## src/sv/gld_pkg.sv

```systemverilog
// Shared types and constants for the GIF LZW pixel decoder.
`timescale 1ns / 1ps

package gld_pkg;

  localparam int TAB_DEPTH     = 4096;
  localparam int TAB_AW        = 12;
  localparam int MAX_CODE_BITS = 12;
  localparam int TAB_W         = 28;  // prefix 12, first 8, suffix 8

  localparam logic [7:0] CFG_MIN_CODE_SIZE = 8'd0;
  localparam logic [7:0] CFG_FRAME_WIDTH   = 8'd1;
  localparam logic [7:0] CFG_FRAME_HEIGHT  = 8'd2;
  localparam logic [7:0] CFG_INTERLACE_ON  = 8'd3;

  typedef enum logic [3:0] {
    ST_TAKEN   = 4'd0,
    ST_REFUSED = 4'd1,
    ST_PIXEL   = 4'd2,
    ST_DISCARD = 4'd3,
    ST_CLEAR   = 4'd4,
    ST_NEED    = 4'd5,
    ST_END     = 4'd6,
    ST_NOCLEAR = 4'd7,
    ST_BADCODE = 4'd8,
    ST_TOOMANY = 4'd9
  } status_t;

  typedef enum logic [2:0] {
    S_IDLE,
    S_EXP_ISSUE,
    S_EXP_DATA,
    S_ENTRY,
    S_FINISH,
    S_POP_ADDR,
    S_POP_DATA,
    S_DONE
  } state_t;

  typedef struct packed {
    logic [3:0]  min_code_size;
    logic [15:0] frame_width;
    logic [15:0] frame_height;
    logic        interlace_on;
  } cfg_t;

endpackage

```

## src/sv/gld_if.sv

```systemverilog
// Stream and configuration channel interfaces of the GIF LZW pixel decoder.
`timescale 1ns / 1ps

interface gld_req_if;
  logic       valid;
  logic       ready;
  logic       req_type;
  logic [7:0] data_byte;
  modport source (output valid, req_type, data_byte, input ready);
  modport sink   (input valid, req_type, data_byte, output ready);
endinterface

interface gld_res_if;
  logic        valid;
  logic        ready;
  logic [3:0]  status;
  logic [7:0]  pixel_index;
  logic [15:0] pixel_x;
  logic [15:0] pixel_y;
  modport source (output valid, status, pixel_index, pixel_x, pixel_y, input ready);
  modport sink   (input valid, status, pixel_index, pixel_x, pixel_y, output ready);
endinterface


```

## src/sv/gld_core.sv

```systemverilog
// Decode sequencer: bit unpacking, code table update, chain expansion and pixel placement.
`timescale 1ns / 1ps

module gld_core (
  input  logic                        clk,
  input  logic                        rst,
  input  gld_pkg::cfg_t               cfg_i,
  input  logic                        restart,
  gld_req_if.sink                     req,
  gld_res_if.source                   res,
  // code table memory
  output logic                        tab_we,
  output logic [gld_pkg::TAB_AW-1:0]  tab_waddr,
  output logic [gld_pkg::TAB_W-1:0]   tab_wdata,
  output logic [gld_pkg::TAB_AW-1:0]  tab_raddr,
  input  logic [gld_pkg::TAB_W-1:0]   tab_rdata,
  // expansion stack memory
  output logic                        stk_we,
  output logic [gld_pkg::TAB_AW-1:0]  stk_waddr,
  output logic [7:0]                  stk_wdata,
  output logic [gld_pkg::TAB_AW-1:0]  stk_raddr,
  input  logic [7:0]                  stk_rdata
);

  gld_pkg::state_t state, state_next;

  // decoder state
  logic [19:0] bitbuf, bitbuf_next;
  logic [4:0]  vbc, vbc_next;
  logic [3:0]  cw, cw_next;
  logic [13:0] nfc, nfc_next;
  logic [11:0] prev_code, prev_code_next;
  logic        prev_valid, prev_valid_next;
  logic [7:0]  prev_first, prev_first_next;
  logic        await_clr, await_clr_next;
  logic [7:0]  blk_left, blk_left_next;
  logic [15:0] cur_x, cur_x_next;
  logic [15:0] cur_y, cur_y_next;
  logic [1:0]  pass, pass_next;
  logic [3:0]  rstep, rstep_next;
  logic [3:0]  term, term_next;
  logic        term_valid, term_valid_next;
  logic [12:0] cnt, cnt_next;
  logic [11:0] code_q, code_q_next;
  logic [11:0] chain, chain_next;
  logic [7:0]  root, root_next;
  logic        need_entry, need_entry_next;
  logic        kwk, kwk_next;
  // result staging and output register
  logic [3:0]  p_status, p_status_next;
  logic [7:0]  p_idx, p_idx_next;
  logic [15:0] p_x, p_x_next;
  logic [15:0] p_y, p_y_next;
  logic        ov;
  logic [3:0]  o_status;
  logic [7:0]  o_idx;
  logic [15:0] o_x, o_y;

  // derived values
  logic [3:0]  eff_min;
  logic [11:0] clr;
  logic [11:0] mask;
  logic [11:0] dec_code;
  logic        accept, is_push, is_pull;
  logic        chain_end, out_free;
  logic        grow;

  assign eff_min  = (cfg_i.min_code_size > 4'd11) ? 4'd11 : cfg_i.min_code_size;
  assign clr      = 12'd1 << eff_min;
  assign mask     = 12'((13'd1 << cw) - 13'd1);
  assign dec_code = bitbuf[11:0] & mask;
  assign req.ready = (state == gld_pkg::S_IDLE) && !restart;
  assign accept   = req.valid && req.ready;
  assign is_push  = accept && !req.req_type;
  assign is_pull  = accept && req.req_type;
  assign chain_end = cnt[12] || (chain < clr);
  assign out_free = !ov || res.ready;
  assign grow     = ((nfc[11:0] & mask) == 12'd0) && (nfc <= 14'h0FFF) &&
                    (cw < 4'(gld_pkg::MAX_CODE_BITS));

  // next state
  always_comb begin
    state_next = state;
    case (state)
      gld_pkg::S_IDLE: begin
        if (is_push) begin
          state_next = gld_pkg::S_DONE;
        end else if (is_pull) begin
          if (cnt != 13'd0) begin
            state_next = gld_pkg::S_POP_ADDR;
          end else if (term_valid || (5'(cw) > vbc)) begin
            state_next = gld_pkg::S_DONE;
          end else if (dec_code == clr || dec_code == clr + 12'd1 ||
                       14'(dec_code) > nfc || await_clr) begin
            state_next = gld_pkg::S_DONE;
          end else if (prev_valid) begin
            if (nfc[13:12] != 2'd0) begin
              state_next = gld_pkg::S_DONE;
            end else if (14'(dec_code) == nfc) begin
              state_next = gld_pkg::S_ENTRY;
            end else begin
              state_next = gld_pkg::S_EXP_ISSUE;
            end
          end else if (14'(dec_code) == nfc) begin
            state_next = gld_pkg::S_DONE;
          end else begin
            state_next = gld_pkg::S_EXP_ISSUE;
          end
        end
      end
      gld_pkg::S_EXP_ISSUE: begin
        if (chain_end) begin
          state_next = (need_entry && !kwk) ? gld_pkg::S_ENTRY : gld_pkg::S_FINISH;
        end else begin
          state_next = gld_pkg::S_EXP_DATA;
        end
      end
      gld_pkg::S_EXP_DATA: state_next = gld_pkg::S_EXP_ISSUE;
      gld_pkg::S_ENTRY:    state_next = kwk ? gld_pkg::S_EXP_ISSUE : gld_pkg::S_FINISH;
      gld_pkg::S_FINISH:   state_next = gld_pkg::S_POP_DATA;
      gld_pkg::S_POP_ADDR: state_next = gld_pkg::S_POP_DATA;
      gld_pkg::S_POP_DATA: state_next = gld_pkg::S_DONE;
      gld_pkg::S_DONE:     state_next = out_free ? gld_pkg::S_IDLE : gld_pkg::S_DONE;
      default:             state_next = gld_pkg::S_IDLE;
    endcase
  end

  // memory controls
  always_comb begin
    tab_we    = 1'b0;
    tab_waddr = nfc[11:0];
    tab_wdata = {prev_code, prev_first, (code_q == nfc[11:0]) ? prev_first : root};
    tab_raddr = chain;
    stk_we    = 1'b0;
    stk_waddr = cnt[11:0];
    stk_wdata = tab_rdata[7:0];
    stk_raddr = 12'(cnt - 13'd1);
    case (state)
      gld_pkg::S_ENTRY: tab_we = 1'b1;
      gld_pkg::S_EXP_ISSUE: begin
        if (!cnt[12] && chain < clr) begin
          stk_we    = 1'b1;
          stk_wdata = chain[7:0];
        end
      end
      gld_pkg::S_EXP_DATA: stk_we = 1'b1;
      default: ;
    endcase
  end

  // datapath
  always_comb begin
    logic [16:0] x1, y1;
    logic [15:0] cy;
    logic [3:0]  rs;
    logic [1:0]  ps;
    bitbuf_next     = bitbuf;
    vbc_next        = vbc;
    cw_next         = cw;
    nfc_next        = nfc;
    prev_code_next  = prev_code;
    prev_valid_next = prev_valid;
    prev_first_next = prev_first;
    await_clr_next  = await_clr;
    blk_left_next   = blk_left;
    cur_x_next      = cur_x;
    cur_y_next      = cur_y;
    pass_next       = pass;
    rstep_next      = rstep;
    term_next       = term;
    term_valid_next = term_valid;
    cnt_next        = cnt;
    code_q_next     = code_q;
    chain_next      = chain;
    root_next       = root;
    need_entry_next = need_entry;
    kwk_next        = kwk;
    p_status_next   = p_status;
    p_idx_next      = p_idx;
    p_x_next        = p_x;
    p_y_next        = p_y;

    // cursor advance for a placed pixel
    x1 = {1'b0, cur_x} + 17'd1;
    y1 = {1'b0, cur_y} + 17'(rstep);
    cy = (y1 >= {1'b0, cfg_i.frame_height}) ? cfg_i.frame_height : y1[15:0];
    rs = rstep;
    ps = pass;
    for (int i = 0; i < 3; i++) begin
      if (cy >= cfg_i.frame_height && ps != 2'd0) begin
        rs = 4'd1 << ps;
        cy = 16'(rs >> 1);
        ps = ps - 2'd1;
      end
    end

    case (state)
      gld_pkg::S_IDLE: begin
        if (accept) begin
          p_status_next = gld_pkg::ST_TAKEN;
          p_idx_next    = 8'd0;
          p_x_next      = 16'd0;
          p_y_next      = 16'd0;
        end
        if (is_push) begin
          if (term_valid || vbc >= 5'(cw)) begin
            p_status_next = gld_pkg::ST_REFUSED;
          end else if (blk_left == 8'd0) begin
            if (req.data_byte == 8'd0) begin
              term_next       = gld_pkg::ST_END;
              term_valid_next = 1'b1;
              bitbuf_next     = 20'd0;
              vbc_next        = 5'd0;
            end else begin
              blk_left_next = req.data_byte;
            end
          end else begin
            blk_left_next = blk_left - 8'd1;
            bitbuf_next   = bitbuf | (20'(req.data_byte) << vbc);
            vbc_next      = vbc + 5'd8;
          end
        end else if (is_pull && cnt == 13'd0) begin
          if (term_valid) begin
            p_status_next = term;
          end else if (5'(cw) > vbc) begin
            p_status_next = gld_pkg::ST_NEED;
          end else begin
            // consume one code
            bitbuf_next     = bitbuf >> cw;
            vbc_next        = vbc - 5'(cw);
            code_q_next     = dec_code;
            chain_next      = dec_code;
            cnt_next        = 13'd0;
            need_entry_next = prev_valid;
            kwk_next        = (14'(dec_code) == nfc);
            if (dec_code == clr) begin
              cw_next         = eff_min + 4'd1;
              nfc_next        = 14'(clr) + 14'd2;
              prev_valid_next = 1'b0;
              await_clr_next  = 1'b0;
              p_status_next   = gld_pkg::ST_CLEAR;
            end else if (dec_code == clr + 12'd1) begin
              term_next       = gld_pkg::ST_END;
              term_valid_next = 1'b1;
              p_status_next   = gld_pkg::ST_END;
            end else if (14'(dec_code) > nfc) begin
              term_next       = gld_pkg::ST_BADCODE;
              term_valid_next = 1'b1;
              p_status_next   = gld_pkg::ST_BADCODE;
            end else if (await_clr) begin
              term_next       = gld_pkg::ST_NOCLEAR;
              term_valid_next = 1'b1;
              p_status_next   = gld_pkg::ST_NOCLEAR;
            end else if (prev_valid && nfc[13:12] != 2'd0) begin
              term_next       = gld_pkg::ST_TOOMANY;
              term_valid_next = 1'b1;
              p_status_next   = gld_pkg::ST_TOOMANY;
            end else if (!prev_valid && 14'(dec_code) == nfc) begin
              term_next       = gld_pkg::ST_BADCODE;
              term_valid_next = 1'b1;
              p_status_next   = gld_pkg::ST_BADCODE;
            end
          end
        end
      end
      gld_pkg::S_EXP_ISSUE: begin
        if (!cnt[12] && chain < clr) begin
          cnt_next  = cnt + 13'd1;
          root_next = chain[7:0];
        end
      end
      gld_pkg::S_EXP_DATA: begin
        cnt_next   = cnt + 13'd1;
        chain_next = tab_rdata[27:16];
      end
      gld_pkg::S_ENTRY: begin
        nfc_next = nfc + 14'd1;
      end
      gld_pkg::S_FINISH: begin
        if (grow) begin
          cw_next = cw + 4'd1;
        end
        prev_code_next  = code_q;
        prev_valid_next = 1'b1;
        prev_first_next = root;
      end
      gld_pkg::S_POP_DATA: begin
        cnt_next = cnt - 13'd1;
        if (cur_y >= cfg_i.frame_height) begin
          p_status_next = gld_pkg::ST_DISCARD;
        end else begin
          p_status_next = gld_pkg::ST_PIXEL;
          p_idx_next    = stk_rdata;
          p_x_next      = cur_x;
          p_y_next      = cur_y;
          if (x1 >= {1'b0, cfg_i.frame_width}) begin
            cur_x_next = 16'd0;
            cur_y_next = cy;
            rstep_next = rs;
            pass_next  = ps;
          end else begin
            cur_x_next = x1[15:0];
          end
        end
      end
      default: ;
    endcase
  end

  // control registers
  always_ff @(posedge clk) begin
    if (rst) begin
      state <= gld_pkg::S_IDLE;
      ov    <= 1'b0;
    end else begin
      state <= state_next;
      if (state == gld_pkg::S_DONE && out_free) begin
        ov <= 1'b1;
      end else if (res.ready) begin
        ov <= 1'b0;
      end
    end
  end

  // decoder state, restart loads the post-reset values
  always_ff @(posedge clk) begin
    if (restart) begin
      bitbuf     <= 20'd0;
      vbc        <= 5'd0;
      cw         <= eff_min + 4'd1;
      nfc        <= 14'(clr) + 14'd2;
      prev_valid <= 1'b0;
      await_clr  <= 1'b1;
      blk_left   <= 8'd0;
      cur_x      <= 16'd0;
      cur_y      <= (cfg_i.frame_width == 16'd0) ? cfg_i.frame_height : 16'd0;
      pass       <= cfg_i.interlace_on ? 2'd3 : 2'd0;
      rstep      <= cfg_i.interlace_on ? 4'd8 : 4'd1;
      term_valid <= 1'b0;
      cnt        <= 13'd0;
    end else begin
      bitbuf     <= bitbuf_next;
      vbc        <= vbc_next;
      cw         <= cw_next;
      nfc        <= nfc_next;
      prev_valid <= prev_valid_next;
      await_clr  <= await_clr_next;
      blk_left   <= blk_left_next;
      cur_x      <= cur_x_next;
      cur_y      <= cur_y_next;
      pass       <= pass_next;
      rstep      <= rstep_next;
      term_valid <= term_valid_next;
      cnt        <= cnt_next;
    end
  end

  // payload registers
  always_ff @(posedge clk) begin
    prev_code  <= prev_code_next;
    prev_first <= prev_first_next;
    term       <= term_next;
    code_q     <= code_q_next;
    chain      <= chain_next;
    root       <= root_next;
    need_entry <= need_entry_next;
    kwk        <= kwk_next;
    p_status   <= p_status_next;
    p_idx      <= p_idx_next;
    p_x        <= p_x_next;
    p_y        <= p_y_next;
    if (state == gld_pkg::S_DONE && out_free) begin
      o_status <= p_status;
      o_idx    <= p_idx;
      o_x      <= p_x;
      o_y      <= p_y;
    end
  end

  assign res.valid       = ov;
  assign res.status      = o_status;
  assign res.pixel_index = o_idx;
  assign res.pixel_x     = o_x;
  assign res.pixel_y     = o_y;

`ifndef SYNTH
  // a code never needs more bits than the buffer holds
  a_vbc_range: assert property (@(posedge clk) disable iff (rst || restart)
    vbc <= 5'd19) else $error("bit count out of range");
  // code width stays within one and twelve bits
  a_cw_range: assert property (@(posedge clk) disable iff (rst || restart)
    (cw >= 4'd1) && (cw <= 4'(gld_pkg::MAX_CODE_BITS))) else $error("code width out of range");
  // expansion stack never overfills
  a_cnt_range: assert property (@(posedge clk) disable iff (rst || restart)
    cnt <= 13'(gld_pkg::TAB_DEPTH)) else $error("stack count out of range");
  // a placed pixel lies inside the frame
  a_pix_inside: assert property (@(posedge clk) disable iff (rst || restart)
    (state == gld_pkg::S_POP_DATA && cur_y < cfg_i.frame_height) |=>
    (p_status == gld_pkg::ST_PIXEL) && (p_y < cfg_i.frame_height))
    else $error("pixel placed outside frame");
`endif

endmodule

```

## src/flat_wrapper.sv

```systemverilog
// flat-port wrapper written by rule: the top's interface ports become plain ports
module gld_core_flat 
  (clk, rst, cfg_i, restart, tab_we, tab_waddr, tab_wdata, tab_raddr, tab_rdata, stk_we, stk_waddr, stk_wdata, stk_raddr, stk_rdata, req_valid, req_req_type, req_data_byte, req_ready, res_valid, res_status, res_pixel_index, res_pixel_x, res_pixel_y, res_ready);
  gld_req_if req_i ();
  gld_res_if res_i ();
  input  logic clk;
  input  logic rst;
  input  gld_pkg::cfg_t cfg_i;
  input  logic restart;
  output logic tab_we;
  output logic [gld_pkg::TAB_AW-1:0] tab_waddr;
  output logic [gld_pkg::TAB_W-1:0] tab_wdata;
  output logic [gld_pkg::TAB_AW-1:0] tab_raddr;
  input  logic [gld_pkg::TAB_W-1:0] tab_rdata;
  output logic stk_we;
  output logic [gld_pkg::TAB_AW-1:0] stk_waddr;
  output logic [7:0] stk_wdata;
  output logic [gld_pkg::TAB_AW-1:0] stk_raddr;
  input  logic [7:0] stk_rdata;
  input wire logic [$bits(req_i.valid)-1:0] req_valid;
  input wire logic [$bits(req_i.req_type)-1:0] req_req_type;
  input wire logic [$bits(req_i.data_byte)-1:0] req_data_byte;
  output wire logic [$bits(req_i.ready)-1:0] req_ready;
  output wire logic [$bits(res_i.valid)-1:0] res_valid;
  output wire logic [$bits(res_i.status)-1:0] res_status;
  output wire logic [$bits(res_i.pixel_index)-1:0] res_pixel_index;
  output wire logic [$bits(res_i.pixel_x)-1:0] res_pixel_x;
  output wire logic [$bits(res_i.pixel_y)-1:0] res_pixel_y;
  input wire logic [$bits(res_i.ready)-1:0] res_ready;
  assign req_i.valid = req_valid;
  assign req_i.req_type = req_req_type;
  assign req_i.data_byte = req_data_byte;
  assign req_ready = req_i.ready;
  assign res_valid = res_i.valid;
  assign res_status = res_i.status;
  assign res_pixel_index = res_i.pixel_index;
  assign res_pixel_x = res_i.pixel_x;
  assign res_pixel_y = res_i.pixel_y;
  assign res_i.ready = res_ready;
  gld_core u_core (.clk(clk), .rst(rst), .cfg_i(cfg_i), .restart(restart), .req(req_i), .res(res_i), .tab_we(tab_we), .tab_waddr(tab_waddr), .tab_wdata(tab_wdata), .tab_raddr(tab_raddr), .tab_rdata(tab_rdata), .stk_we(stk_we), .stk_waddr(stk_waddr), .stk_wdata(stk_wdata), .stk_raddr(stk_raddr), .stk_rdata(stk_rdata));
endmodule
```

## config.mk

```make
export PLATFORM = sky130hd
export DESIGN_NAME = gld_core_flat
export DESIGN_NICKNAME = d
export VERILOG_FILES = /design/src/sv/gld_pkg.sv /design/src/sv/gld_if.sv /design/src/sv/gld_core.sv /design/src/flat_wrapper.sv
export SDC_FILE = /design/constraint.sdc
export NUM_CORES = 1
export LEC_CHECK = 0
export BUFFER_PORTS_ARGS = -buffer_cell sky130_fd_sc_hd__buf_2
export CAP_MARGIN = 10
export CORE_UTILIZATION = 55
export CTS_CLUSTER_DIAMETER = 40
export DETAILED_ROUTE_END_ITERATION = 6
export PLACE_DENSITY = 0.76
export SETUP_SLACK_MARGIN = 0.05
export SYNTH_ARGS = -nofsm -noshare
export SYNTH_HDL_FRONTEND = slang
export SYNTH_SLANG_ARGS = --single-unit
```

## constraint.sdc

```tcl
create_clock -name clk -period 12.2 [get_ports clk]
set_input_delay 2.44 -clock clk [delete_from_list [all_inputs] [get_ports clk]]
set_output_delay 2.44 -clock clk [all_outputs]
set_load 0.01 [all_outputs]
```

==> results.yml <==
synth:
  synth_cell_types: 89
  synth_nets: 2172
  synthArstFlopShare_pct: 0
  yosys.area_share.simple_pct: 18.0
  synth_top_family_by_area: "simple AND/OR/NAND/NOR gates"
  ys_seq_area_share_pct: 39.1
  ys_ff_latch: 254
  post_synth.cell_area_avg_um2: 9.22
  synth.mux.area_fraction_pct: 5.69
  synthFlopType: "edfxtp_1"
  synth-compound-area-share_pct: 16.0
  yosys_warnings: 0
  netlist_area_um2: 17700
  synth_fa_ha_area_share_pct: 11.5
  synth_edf_count: 185
  netlist_instances: 1923
  synthXorXnorAreaFrac_pct: 4.00
routing:
  wl_per_cell_um: 18.8
  vias_per_cell: 6.15
  vias: 15441
  routed_wl_um: 47200
  drtIter0Drc: 1506
  drc: 2
  first_pass_iters: 7
  antenna_left: 0
timing:
  max_freq_mhz: 91.9
  worst_slew_pin_slew_ns: 1.21
  setup_ws_ns: 1.31
  min_period_ns: 10.89
  fin_crit_sh_pct: 89.2
  setup_violations: 0
  setup-tns-final_ns: 0
  hold_viol_final: 0
  slew_violations: 0
  skew_ns: 0.0235
  slew_headroom_pct: 18.6
  rsz0062_at_grt: "no"
critical_path:
  r2r_setup_slack_ns: 1.58
  path_max_fanout: 24
  cp-end-kind: "flop"
  worstPathArrival_ns: 11.18
  crit_end: "u_core.rstep[2]"
  setup.worst_path.start_class: "input pin"
  cpPeakStageDelay_ns: 0.74
  cp_slowest_cell: "and2_1"
  timing.rr.start: "u_core.cur_y[0]"
  r2r_end: "u_core.rstep[2]"
  ff2ff_path_depth: 43
  crit_type: "input pin to flop"
  crit_start: "cfg_i[3]"
  crit_required_ns: 12.49
pwr:
  power_frac_clock_pct: 30.7
  switching_share_pct: 37.7
  power.density_nw_per_um2: 188
  peakVddDrop_mv: 0.100
  comb_power_share_pct: 37.8
  p_seq_share_pct: 31.4
  p_leak_nw: 8.53
  switching_power_mw: 1.44
  p_int_mw: 2.37
finish:
  seqCellArea_um2: 6940
  fill_cells: 2508
  nNetsFinal: 2328
  multiInputGateArea_um2: 9840
  drive_gt1_share_pct: 18.2
  area_growth_pct: 14.5
  antenna_cells: 0
die:
  ioPinCount: 219
  die_w_um: 182
  coreArea_um2: 31600
  rows: 65
  design.die.area_um2: 33000
  start_util_pct: 56.0
  die_h_um: 182
cts:
  cts_max_path_buffers: 3
  cts_setup_buffers: 0
  cts.sinks: 254
  clk_latency_ns: 0.55
  ctsHtreeMaxLevel: 2
  cts_buffers: 39
  hold_buffers: 0
  cts.clk_slew.worst_paths_ns: 0.06
  cts_tree: "built"
  cts_resized: 0
  cts_root_buf: "clkbuf_16"
placed_design:
  dp_hpwl_um: 34500
  io_buffers: 210
  gp_congestion: 0.955
  dpl_worst_slack_ns: 0.944
global_routing:
  gr-total-overflow: 0
  grt_pass1_wl_um: 75100
  track_usage_pct: 28.2
  antenna_found_initial: 0
  grt_max_degree: 66
  grt_pass1_vias: 14556
outcome:
  violations: "design-rule violations"
  outcome: "complete, but fails checks"
hold_path:
  hp-class: "flop to flop"
run:
  maxCapViolations: 0
==> kinds of logic after synthesis <==
family                   after synthesis
AO/OA/AOI/OAI                        446
multiplexers                          90
buffers and inverters                231
AND/OR/NAND/NOR                      659
adder cells (fa/ha/maj)              162
flip-flops                           254
XOR/XNOR                              81
==> through the flow <==
stage	power, mW	instance area (um2)	hold WS, ns	utilization, %	cells
floorplan	2.23	17700	0.400	-	1923
global placement	2.56	18900	0.400	59.8	2440
detailed placement	2.62	18900	0.405	59.8	2440
CTS	3.80	20300	0.411	64.2	2512
global route	4.03	20300	0.420	64.2	2512
finish	3.81	20300	0.409	64.2	2512
==> cell usage in the layout, fill, tap and decap left out, types with 8 or more instances in the layout <==
cell type and n:
inv_1 109, buf_4 21, xor2_1 22, nand3_1 55
mux2i_1 48, o31ai_1 8, dfxtp_1 69, a22oi_1 15
or3_1 9, nor4_1 13, and3_1 21, edfxtp_1 185
nor2b_1 21, clkbuf_16 40, and2_1 42, o21ai_0 102
xnor2_1 59, nor2_1 174, nand2b_1 14, ha_1 160
nand2_1 168, a221oi_1 9, or2_2 12, o22ai_1 10
o21a_1 10, mux2_2 37, a21o_1 36, nand4_1 27
a31oi_1 13, nor3_1 61, a21oi_1 136, buf_2 210
a211oi_1 21
==> how the worst min path moves through the flow <==
stage	slack [ns]	endpoint	depth (start not counted)	from
6_report	0.41	u_core.res.pixel_y[11]	0	u_core.p_y[11]
5_1_grt	0.42	u_core.res.pixel_x[9]	0	u_core.p_x[9]
4_1_cts	0.41	u_core.res.pixel_y[11]	0	u_core.p_y[11]
3_5_place_dp	0.40	u_core.res.pixel_index[1]	0	u_core.p_idx[1]
3_3_place_gp	0.40	u_core.res.pixel_y[15]	0	u_core.p_y[15]
2_1_floorplan	0.40	u_core.res.pixel_index[0]	0	u_core.p_idx[0]
==> state kept, by name (all words and copies together) (netlist names), 8 cells and up <==
name                    flops
u_core.bitbuf              20
u_core.p_idx                8
u_core.res.pixel_y         16
u_core.blk_left             8
u_core.cnt                 13
u_core.root                 8
u_core.prev_first           8
u_core.p_y                 16
u_core.p_x                 16
u_core.res.pixel_x         16
u_core.code_q              12
u_core.prev_code           12
u_core.nfc                 14
u_core.tab_raddr           12
u_core.cur_y               16
u_core.cur_x               16
u_core.res.pixel_index      8
==> routing by layer <==
metal | GRT usage, % | routed length, um | vias up
li1 | - | - | 7291
met1 | 38.0 | 20200 | 7261
met2 | 45.3 | 21500 | 759
met3 | 3.87 | 3710 | 130
met4 | 12.6 | 1810 | 0
met5 | 0 | 0 | -
==> synth_stat cells (6+ instances only) <==
| library cell | instances | share of area [%] |
|---|---|---|
| a31oi_1 | 13 | 0.46 |
| o21a_1 | 10 | 0.42 |
| mux2_2 | 37 | 2.3 |
| nor2b_1 | 21 | 0.74 |
| buf_4 | 25 | 1.1 |
| a211oi_1 | 21 | 0.89 |
| edfxtp_1 | 185 | 31 |
| nand4_1 | 27 | 0.95 |
| xor2_1 | 22 | 1.1 |
| nor3_1 | 63 | 1.8 |
| a311oi_1 | 8 | 0.40 |
| nand2_1 | 168 | 3.6 |
| o22ai_1 | 10 | 0.35 |
| clkbuf_1 | 62 | 1.3 |
| or2_2 | 12 | 0.42 |
| xnor2_1 | 59 | 2.9 |
| dfxtp_1 | 69 | 7.8 |
| and2_1 | 42 | 1.5 |
| or3_1 | 9 | 0.32 |
| a22oi_1 | 15 | 0.64 |
| buf_2 | 21 | 0.59 |
| and3_1 | 21 | 0.74 |
| a221oi_1 | 9 | 0.44 |
| nand3b_1 | 6 | 0.25 |
| a21o_1 | 36 | 1.5 |
| nor2_1 | 176 | 3.7 |
| nor4_1 | 13 | 0.46 |
| a21oi_1 | 137 | 3.9 |
| o32ai_1 | 7 | 0.35 |
| inv_1 | 109 | 2.3 |
| nand2b_1 | 14 | 0.49 |
| o31ai_1 | 8 | 0.34 |
| mux2i_1 | 48 | 2.7 |
| nand3_1 | 55 | 1.6 |
| ha_1 | 160 | 11 |
| o21ai_0 | 104 | 2.9 |
| o211ai_1 | 6 | 0.25 |
==> power groups by stage <==
| stage | sequential [mW] | clock, mW | combinational (mW) |
|---|---|---|---|
| after global routing | 1.21 | 1.22 | 1.60 |
| after floorplan | 1.17 | 0 | 1.06 |
| final | 1.20 | 1.17 | 1.44 |
| after CTS | 1.20 | 1.18 | 1.42 |
| after detailed placement | 1.21 | 0 | 1.41 |
| after global placement | 1.21 | 0 | 1.35 |
==> final cells by class <==
type,count,area share (%)
multi-input combinational,1438,48.5
sequential,254,34.2
clock inverter,27,1.79
tap,402,2.48
timing repair buffer,231,5.95
clock buffer,45,5.02
inverter,115,2.13
==> worst max-delay path: cells and delay by family <==
| kind | cells | cell delay [ns] |
|---|---|---|
| compound gates | 16 | 3.50 |
| fa+ha+maj | 4 | 1.18 |
| buf+inv | 6 | 1.20 |
| mux | 1 | 0.36 |
| simple gates | 10 | 2.46 |
No activity file was read; power rests on OpenSTA's default activity.
